===== src/hw/rtl/mtg_pkg.sv =====
// ----------------------------------------------------------------------------
// mtg_pkg
// Shared types, constants and word functions for the Mersenne twister block.
// ----------------------------------------------------------------------------
package mtg_pkg;

    localparam int unsigned STATE_WORDS  = 624;
    localparam int unsigned TWIST_OFFSET = 397;
    localparam int unsigned ADDR_W       = 10;
    localparam int unsigned STEP_W       = 11;

    localparam logic [ADDR_W-1:0] LAST_POS    = ADDR_W'(STATE_WORDS - 1);
    localparam logic [ADDR_W-1:0] END_POS     = ADDR_W'(STATE_WORDS);
    localparam logic [ADDR_W-1:0] FAR_OFFSET  = ADDR_W'(TWIST_OFFSET);
    localparam logic [ADDR_W-1:0] FAR_WRAP    = ADDR_W'(STATE_WORDS - TWIST_OFFSET);
    localparam logic [STEP_W-1:0] PASS2_STEPS = STEP_W'(STATE_WORDS - 1);
    localparam logic [STEP_W-1:0] MIN_STEPS   = STEP_W'(STATE_WORDS);

    localparam logic [31:0] MULT_LIN  = 32'h6C07_8965;
    localparam logic [31:0] BASE_SEED = 32'h54FF_C97A;
    localparam logic [31:0] MULT_MIX1 = 32'h0019_660D;
    localparam logic [31:0] MULT_MIX2 = 32'h5D58_8B65;
    localparam logic [31:0] WORD0_SET = 32'h8000_0000;
    localparam logic [31:0] MT_MATRIX = 32'h9908_B0DF;
    localparam logic [31:0] MT_UPPER  = 32'h8000_0000;
    localparam logic [31:0] MT_LOWER  = 32'h7FFF_FFFF;

    localparam logic [1:0] REQ_SEED = 2'd0;
    localparam logic [1:0] REQ_KEY  = 2'd1;
    localparam logic [1:0] REQ_DRAW = 2'd2;

    typedef enum logic [4:0] {
        S_IDLE, S_BASE_START, S_LIN_MUL, S_LIN_WR, S_MIX_INIT, S_MIX_RD, S_MIX_WR,
        S_WRAP, S_PASS2, S_FORCE0, S_TW_INIT, S_TW_LOAD, S_TW_RD, S_TW_WR,
        S_DRAW_RD, S_DRAW_OUT
    } state_t;

    typedef enum logic [4:0] {
        OP_NOP, OP_LIN_START, OP_LIN_MUL, OP_LIN_WR, OP_MIX_INIT, OP_MIX_RD, OP_MIX_WR,
        OP_WRAP, OP_PASS2, OP_FORCE0, OP_TW_INIT, OP_TW_LOAD, OP_TW_RD, OP_TW_WR,
        OP_DRAW_RD, OP_DRAW_OUT, OP_KEY_WR
    } dp_op_t;

    typedef struct packed {
        dp_op_t op;
        logic   pass2;
        logic   use_base;
    } dp_cmd_t;

    typedef struct packed {
        logic lin_last;
        logic wrap;
        logic pass_done;
        logic tw_last;
        logic need_twist;
        logic out_free;
    } dp_stat_t;

    function automatic logic [31:0] fold30(input logic [31:0] w);
        return w ^ (w >> 30);
    endfunction

    function automatic logic [31:0] twist_one(input logic [31:0] a, input logic [31:0] b,
                                              input logic [31:0] far);
        logic [31:0] m;
        m = (a & MT_UPPER) | (b & MT_LOWER);
        return far ^ (m >> 1) ^ (m[0] ? MT_MATRIX : 32'h0);
    endfunction

    function automatic logic [31:0] temper(input logic [31:0] w_in);
        logic [31:0] w;
        w = w_in;
        w = w ^ (w >> 11);
        w = w ^ ((w << 7) & 32'h9D2C_5680);
        w = w ^ ((w << 15) & 32'hEFC6_0000);
        w = w ^ (w >> 18);
        return w;
    endfunction

endpackage


===== src/hw/rtl/mtg_ctrl.sv =====
// ----------------------------------------------------------------------------
// mtg_ctrl
// Sequencer for seeding, array seeding, twist and draw.
// ----------------------------------------------------------------------------
module mtg_ctrl (
    input  logic             clk,
    input  logic             rst_n,
    input  logic             in_valid,
    output logic             in_ready,
    input  logic [1:0]       req_type,
    input  logic             last,
    input  mtg_pkg::dp_stat_t stat,
    output mtg_pkg::dp_cmd_t cmd
);

    mtg_pkg::state_t state_reg, state_next;
    logic arr_reg, arr_next;
    logic pass2_reg, pass2_next;
    logic accept;

    always_ff @(posedge clk or negedge rst_n)
    begin
        if (!rst_n)
        begin
            state_reg <= mtg_pkg::S_IDLE;
            arr_reg   <= 1'b0;
            pass2_reg <= 1'b0;
        end
        else
        begin
            state_reg <= state_next;
            arr_reg   <= arr_next;
            pass2_reg <= pass2_next;
        end
    end

    assign in_ready = (state_reg == mtg_pkg::S_IDLE);
    assign accept   = in_valid && in_ready;

    always_comb
    begin
        state_next   = state_reg;
        arr_next     = arr_reg;
        pass2_next   = pass2_reg;
        cmd.op       = mtg_pkg::OP_NOP;
        cmd.pass2    = pass2_reg;
        cmd.use_base = 1'b0;
        unique case (state_reg)
            mtg_pkg::S_IDLE:
            begin
                if (accept)
                begin
                    if (req_type == mtg_pkg::REQ_SEED)
                    begin
                        cmd.op     = mtg_pkg::OP_LIN_START;
                        arr_next   = 1'b0;
                        state_next = mtg_pkg::S_LIN_MUL;
                    end
                    else if (req_type == mtg_pkg::REQ_KEY)
                    begin
                        cmd.op = mtg_pkg::OP_KEY_WR;
                        if (last)
                        begin
                            arr_next   = 1'b1;
                            state_next = mtg_pkg::S_BASE_START;
                        end
                    end
                    else if (req_type == mtg_pkg::REQ_DRAW)
                    begin
                        state_next = stat.need_twist ? mtg_pkg::S_TW_INIT
                                                     : mtg_pkg::S_DRAW_RD;
                    end
                end
            end
            mtg_pkg::S_BASE_START:
            begin
                cmd.op       = mtg_pkg::OP_LIN_START;
                cmd.use_base = 1'b1;
                state_next   = mtg_pkg::S_LIN_MUL;
            end
            mtg_pkg::S_LIN_MUL:
            begin
                cmd.op     = mtg_pkg::OP_LIN_MUL;
                state_next = mtg_pkg::S_LIN_WR;
            end
            mtg_pkg::S_LIN_WR:
            begin
                cmd.op = mtg_pkg::OP_LIN_WR;
                if (stat.lin_last)
                    state_next = arr_reg ? mtg_pkg::S_MIX_INIT : mtg_pkg::S_IDLE;
                else
                    state_next = mtg_pkg::S_LIN_MUL;
            end
            mtg_pkg::S_MIX_INIT:
            begin
                cmd.op     = mtg_pkg::OP_MIX_INIT;
                pass2_next = 1'b0;
                state_next = mtg_pkg::S_MIX_RD;
            end
            mtg_pkg::S_MIX_RD:
            begin
                cmd.op     = mtg_pkg::OP_MIX_RD;
                state_next = mtg_pkg::S_MIX_WR;
            end
            mtg_pkg::S_MIX_WR, mtg_pkg::S_WRAP:
            begin
                cmd.op = (state_reg == mtg_pkg::S_WRAP) ? mtg_pkg::OP_WRAP
                                                         : mtg_pkg::OP_MIX_WR;
                if (state_reg == mtg_pkg::S_MIX_WR && stat.wrap)
                    state_next = mtg_pkg::S_WRAP;
                else if (stat.pass_done)
                    state_next = pass2_reg ? mtg_pkg::S_FORCE0 : mtg_pkg::S_PASS2;
                else
                    state_next = mtg_pkg::S_MIX_RD;
            end
            mtg_pkg::S_PASS2:
            begin
                cmd.op     = mtg_pkg::OP_PASS2;
                pass2_next = 1'b1;
                state_next = mtg_pkg::S_MIX_RD;
            end
            mtg_pkg::S_FORCE0:
            begin
                cmd.op     = mtg_pkg::OP_FORCE0;
                state_next = mtg_pkg::S_IDLE;
            end
            mtg_pkg::S_TW_INIT:
            begin
                cmd.op     = mtg_pkg::OP_TW_INIT;
                state_next = mtg_pkg::S_TW_LOAD;
            end
            mtg_pkg::S_TW_LOAD:
            begin
                cmd.op     = mtg_pkg::OP_TW_LOAD;
                state_next = mtg_pkg::S_TW_RD;
            end
            mtg_pkg::S_TW_RD:
            begin
                cmd.op     = mtg_pkg::OP_TW_RD;
                state_next = mtg_pkg::S_TW_WR;
            end
            mtg_pkg::S_TW_WR:
            begin
                cmd.op     = mtg_pkg::OP_TW_WR;
                state_next = stat.tw_last ? mtg_pkg::S_DRAW_RD : mtg_pkg::S_TW_RD;
            end
            mtg_pkg::S_DRAW_RD:
            begin
                cmd.op     = mtg_pkg::OP_DRAW_RD;
                state_next = mtg_pkg::S_DRAW_OUT;
            end
            mtg_pkg::S_DRAW_OUT:
            begin
                // hold until the output register is free
                if (stat.out_free)
                begin
                    cmd.op     = mtg_pkg::OP_DRAW_OUT;
                    state_next = mtg_pkg::S_IDLE;
                end
            end
            default:
            begin
                state_next = mtg_pkg::S_IDLE;
            end
        endcase
    end

endmodule


===== config.mk =====
export PLATFORM = sky130hd
export DESIGN_NAME = mtg_ctrl
export DESIGN_NICKNAME = d
export VERILOG_FILES = /design/src/hw/rtl/mtg_pkg.sv /design/src/hw/rtl/mtg_ctrl.sv
export SDC_FILE = /design/constraint.sdc
export NUM_CORES = 1
export LEC_CHECK = 0
export ABC_CLOCK_PERIOD_IN_PS = 2360
export BUFFER_PORTS_ARGS = -buffer_cell sky130_fd_sc_hd__buf_2
export CAP_MARGIN = 15
export CORE_MARGIN = 2
export CORE_UTILIZATION = 40
export CTS_CLUSTER_SIZE = 28
export DETAILED_ROUTE_END_ITERATION = 10
export GPL_TIMING_DRIVEN = 0
export PLACE_DENSITY_LB_ADDON = 0.25
export SYNTH_ARGS = -nofsm -noshare
export SYNTH_HDL_FRONTEND = slang
export SYNTH_SLANG_ARGS = --single-unit

===== constraint.sdc =====
create_clock -name clk -period 2.36 [get_ports clk]
set_input_delay 0.118 -clock clk [delete_from_list [all_inputs] [get_ports clk]]
set_output_delay 0.118 -clock clk [all_outputs]
set_load 0.01 [all_outputs]

==> results.ini, run 1 <==
[sta]
post-route-worst-setup-slack_ns=0.675
worst_hold_margin_ns=0.116
period_minus_slack_ns=1.69
final_max_slew_viol_count=0
final-hold-violation-count=0
max_slew_margin_pct=75.6
max_freq_ghz=0.593
timing.setup.tns_ns=0
rsz0062_at_grt=no
worst_pin_slew_ns=0.363
finalCritPeriodShare_pct=71.4
fin_skew_ns=0.000772
final-setup-viol-count=0

[synthesis]
syn-instance-count=76
number_of_enable_type_register_cells_in_the_synthesized_netlist=0
synthTopCellsByCount=nor2_1, dfrtp_1, o21ai_1, nor3_1
yosys_warnings=0
syn_area_per_cell_sq_um=7.72
async_flop_share_pct=100
ys.flop_type=dfrtp_1
netlist-cell-type-count=33
synth_top_cell_by_area=dfrtp_1
synth.yosys.seq_area_share_pct=25.6
leading_cell_types_by_total_area_after_synthesis=dfrtp_1, ha_1, o21ai_1
synth_top_area_share_pct=25.6
ys_ff_latch=6
post-synth-top-count-cell=nor2_1
mappedNetlistArea_sq_um=587
synth.net_count=91

[worst_setup_path]
critical_path.endpoint_type=primary output
crit_type=reg2out
critical_path.startpoint_type=flop
cp_data_arrival_time_ns=1.57
required_ns=2.24
crit_fanout=7

[global_route]
globalRouteMet1Util_pct=22.4
antenna_found_initial=0
global_route.usage.total_pct=17.7
grt_start_max_net_pins=11
global_route.usage.met3_pct=4.31
grt_pass1_vias=610
globalRoute.totalOverflow=0
grt_most_used_layer=met2
met2_usage_pct=28.0
grt_first_pass_wirelength_mm=2.50

[die]
dieWidth_um=42.3
die-height_um=42.3
die-area_sq_mm=0.00179
fp.coreArea_sq_mm=0.00133
rows=13
num_io_pins=20
initial_core_util_pct=44.0

[clock_tree]
clock_path_buffers=2
postCtsSetupRepairBufs=0
cts_root_buffer=clkbuf_4
cts_tree=built
number_of_buffers_inserted_by_hold_repair_at_cts=1
clock_sinks=6
htree_levels=1
worst_setup_hold_path_clk_slew_ns=0.04
cts_resizes=0
cts-buffers-inserted=3
worst_skew_pair.late_latency_ns=0.24

[routing]
drtAntennaViolNets=0
vias=659
drt_iter0_drc=17
detailed_route_drc_error_count=0
wl_mm=1.48
drt-wirelength-per-cell_um=13.0
dr.pass1.iters=4
viasPerCell=5.78

[power]
power.leakage_uw=0.000360
clock_power_share_pct=9.6
power.sequential.fraction_pct=21.7
switchingPower_uw=450
intPower_uw=504
finalPower_uw=954
peakVddDrop_uv=548
p_sw_share_pct=47.1
p_comb_share_pct=68.7
powerDensity_mw_per_mm2=1300

[placement]
gp_congestion=0.888
dpl_worst_slack_ns=0.831
io_buffers=19
placement.cell_area_sq_um=701
dp_hpwl_mm=1.15

[job]
cap_viol_max_count=0

[layout]
area_of_all_placed_cells_without_fillers_sq_um=733
fraction_of_layout_instances_using_a_drive_strength_above_1_pct=33.3
largest_register_ffs=4
num_antenna_cells=0
fin_nets=116
area_growth_syn_to_layout_pct=24.9

[run_status]
outcome=finished clean

[hold_path]
holdCritPathClass=in2reg

## routing by layer
| layer | share of wire (%) | routed length [um] |
|---|---|---|
| met2 | 49 | 732 |
| met3 | 5.3 | 78 |
| met5 | 0 | 0 |
| met1 | 45 | 668 |
| met4 | 0 | 0 |
## worst max-delay path, stage by stage (launching register included)
cell and delay (ns):
dfrtp_1 0.44, or2_1 0.26, buf_6 0.14, nor2_4 0.18, nand3_1 0.10, o21ai_1 0.07, buf_2 0.14
## metrics by stage
step | std cells | utilization [%]
CTS | 114 | 55.0
global placement | 110 | 52.5
detailed placement | 110 | 52.5
finish | 114 | 55.0
floorplan | 76 | -
global route | 114 | 55.0
## worst paths after layout
path / slack (ns) / cells after the start / start / end
setup / recovery: 0.67 / 6 / state_reg[2] / cmd[2]
hold / removal: 0.12 / 2 / in_valid / arr_reg
setup reg to reg: 0.82 / 5 / state_reg[2] / state_reg[0]
hold reg to reg: 0.57 / 2 / pass2_reg / pass2_reg
max in group asynchronous: 2.00 / 2 / rst_n / state_reg[1]
min in group asynchronous: 0.23 / 2 / rst_n / arr_reg
## power by group through the flow
stage | logic [uW] | registers [uW] | clock network [uW]
finish | 655 | 207 | 91.7
detailed placement | 652 | 209 | 0
floorplan | 501 | 190 | 0
CTS | 654 | 207 | 95.4
global route | 727 | 213 | 99.5
global placement | 644 | 207 | 0
## cells in the final DEF, fill, tap and decap left out, types with 2 or more instances in the layout
cell	netlist	final
a21oi_1	4	4
o21ai_1	6	6
inv_1	4	4
nor3_1	5	5
o221ai_1	3	3
o21ai_0	2	2
clkbuf_4	0	3
and3_1	2	2
dfrtp_1	6	6
inv_2	2	2
a21boi_1	2	2
nor2_1	7	7
ha_1	3	3
a31oi_1	2	2
nand3_1	3	3
o21a_1	2	2
nand2_1	3	3
buf_2	4	23
## area by class of cell
cell class / instances / area, sq um
flip-flops and latches: 6 / 150
repair buffers: 20 / 105
plain buffers: 6 / 38.8
well taps: 15 / 18.8
inverters: 6 / 22.5
fillers: 141 / 601
multi-input cells: 58 / 375
clock buffers: 3 / 22.5
## kinds of logic (layout without fill, tap and decap cells)
| logic type | after synthesis | after routing | synth area share [%] |
|---|---|---|---|
| AND/OR/NAND/NOR | 26 | 26 | 23.5 |
| buffers and inverters | 12 | 35 | 10.4 |
| adder cells (fa/ha/maj) | 3 | 3 | 6.40 |
| flip-flops | 6 | 6 | 25.6 |
| AO/OA/AOI/OAI | 29 | 29 | 34.1 |
Note: power is estimated with default switching activity, not from simulation.
==> inputs of run 2 (changes only) <==
ABC_CLOCK_PERIOD_IN_PS = 1650   (was 2360)
clock period = 1.65 ns   (was 2.36 ns; I/O delays follow)
==> run 2 against run 1 <==
  * Setup slack lost 0.62 ns
  * Power up 53%
  * Critical path depth unchanged
  * Hold slack worse by 0.037 ns
  * Wire length rose by 4.0%
  * Register-to-register slack got worse by 0.68 ns
  * Clock skew up 0.0026 ns
  * Design area grew 6.5%
==> results.ini, run 2 (same netlist as run 1, synthesis figures left out) <==
[routing]
drt_iter0_drc=14  ; -3
dr.pass1.iters=4  ; unchanged
viasPerCell=5.78  ; about the same
vias=694  ; +5.3%
wl_mm=1.54  ; +4.0%
drtAntennaViolNets=0  ; unchanged
drt-wirelength-per-cell_um=12.8  ; -1.2%
detailed_route_drc_error_count=0  ; unchanged

[power]
finalPower_uw=1460  ; +53%
powerDensity_mw_per_mm2=1870  ; +44%
power.leakage_uw=0.000388  ; +7.9%
peakVddDrop_uv=762  ; +39%

[layout]
largest_register_ffs=4  ; unchanged
fin_nets=122  ; +5.2%
fraction_of_layout_instances_using_a_drive_strength_above_1_pct=39.0  ; +5.7 points
most-common-layout-cells=buf_2, nor2_1, buf_4
layoutNonFillerInstCount=120  ; +5.3%
num_antenna_cells=0  ; unchanged
area_of_all_placed_cells_without_fillers_sq_um=781  ; +6.5%
area_growth_syn_to_layout_pct=33.0
layout_commonest_cell=buf_2

[clock_tree]
cts-buffers-inserted=3  ; unchanged
worst_skew_pair.late_latency_ns=0.24  ; about the same
cts_tree=built
clock_path_buffers=2  ; unchanged
cts_root_buffer=clkbuf_4
clock_sinks=6  ; unchanged
worst_setup_hold_path_clk_slew_ns=0.04  ; about the same
htree_levels=1  ; unchanged

[die]
num_io_pins=20  ; unchanged
initial_core_util_pct=44.0  ; unchanged
fp.coreArea_sq_mm=0.00133  ; unchanged
dieWidth_um=42.3  ; unchanged
rows=13  ; unchanged
die-height_um=42.3  ; unchanged
die-area_sq_mm=0.00179  ; unchanged

[worst_setup_path]
critical_path.slowest_cell=dfrtp_2
required_ns=1.57  ; -0.67 ns
critical_path.startpoint_type=flop
timing.critical_path.max_delay_family=simple AND/OR/NAND/NOR gates
crit_fanout=6  ; -1
cp_data_arrival_time_ns=1.51  ; -0.06 ns
timing.critical_path.slowest_cell_delay_ns=0.43  ; about the same
cp_num_buf_inv=2  ; unchanged
crit_type=reg2out
crit_path_cell_trace=or2_1, buf_6, nor2_4, nand3_1, o21ai_1, buf_2
critical_path.endpoint_type=primary output

[sta]
final-setup-viol-count=0  ; unchanged
worst_pin_slew_ns=0.364  ; +0.00137 ns
max_slew_margin_pct=75.5  ; -0.092 points
final-hold-violation-count=0  ; unchanged
finalCritPeriodShare_pct=96.7
worst_hold_margin_ns=0.0788  ; -0.0371 ns
fin_skew_ns=0.00335  ; +0.00257 ns
max_freq_ghz=0.627
final_max_slew_viol_count=0  ; unchanged
post-route-worst-setup-slack_ns=0.0541  ; -0.621 ns
period_minus_slack_ns=1.60

[run_status]
outcome=finished clean

[placement]
gp_congestion=0.888  ; unchanged
dpl_worst_slack_ns=0.121  ; -0.710 ns
cell_count_post_placement=110  ; unchanged
dp_hpwl_mm=1.15  ; unchanged
io_buffers=19  ; unchanged
placement.cell_area_sq_um=701  ; unchanged

[hold_path]
holdCritPathClass=in2reg

[global_route]
antenna_found_initial=0  ; unchanged
globalRoute.totalOverflow=0  ; unchanged
grt_pass1_vias=610  ; unchanged
grt_first_pass_wirelength_mm=2.50  ; unchanged
global_route.usage.total_pct=17.7  ; unchanged
grt_start_max_net_pins=11  ; unchanged

[job]
cap_viol_max_count=0  ; unchanged

run 2: cell count changes in the layout (fill, tap and decap cells not counted), sizes merged:
| cell | change |
|---|---|
| buf | +6 |
run 2: layout make-up:
class,instances,area [sq um]
buffer,6,38.8
clock buffer,3,22.5
fill,138,553
inverter,6,22.5
multi-input combinational,58,375
sequential,6,153
tap,15,18.8
timing repair buffer,26,150
run 2: final timing paths:
kind | startpoint | endpoint | slack [ns] | depth (start not counted)
hold / removal | in_valid | arr_reg | 0.08 | 2
min in group asynchronous | rst_n | arr_reg | 0.19 | 2
setup reg to reg | state_reg[2] | state_reg[0] | 0.14 | 5
hold reg to reg | pass2_reg | pass2_reg | 0.57 | 2
setup / recovery | state_reg[2] | cmd[2] | 0.05 | 6
max in group asynchronous | rst_n | state_reg[3] | 1.31 | 2
run 2: per-stage QoR:
step,util (%),setup TNS [ns]
2_1_floorplan,-,0
3_3_place_gp,52.5,0
3_5_place_dp,52.5,0
4_1_cts,55.2,0
5_1_grt,58.5,-0.00233
6_report,58.5,0
run 2: report_power, final:
group	internal [uW]	switching [uW]
logic	482	551
registers	229	61.5
clock network	82.2	52.2
run 2: what timing repair did:
item                                    4_1_cts  5_1_grt
hold buffers                                  1        0
gates cloned                                  0        0
hold endpoints to repair                      6        0
buffers inserted                              0        6
pin swaps                                     0        1
resized for setup                             2        0
endpoints found under the setup margin        1        2
run 2: layer usage:
metal  GRT usage (%)  up-vias  wire, um
li1                -      341         -
met1            22.4      319       695
met2            28.0       29       733
met3            4.31        5        91
met4            8.13        0        19
met5               0        -         0
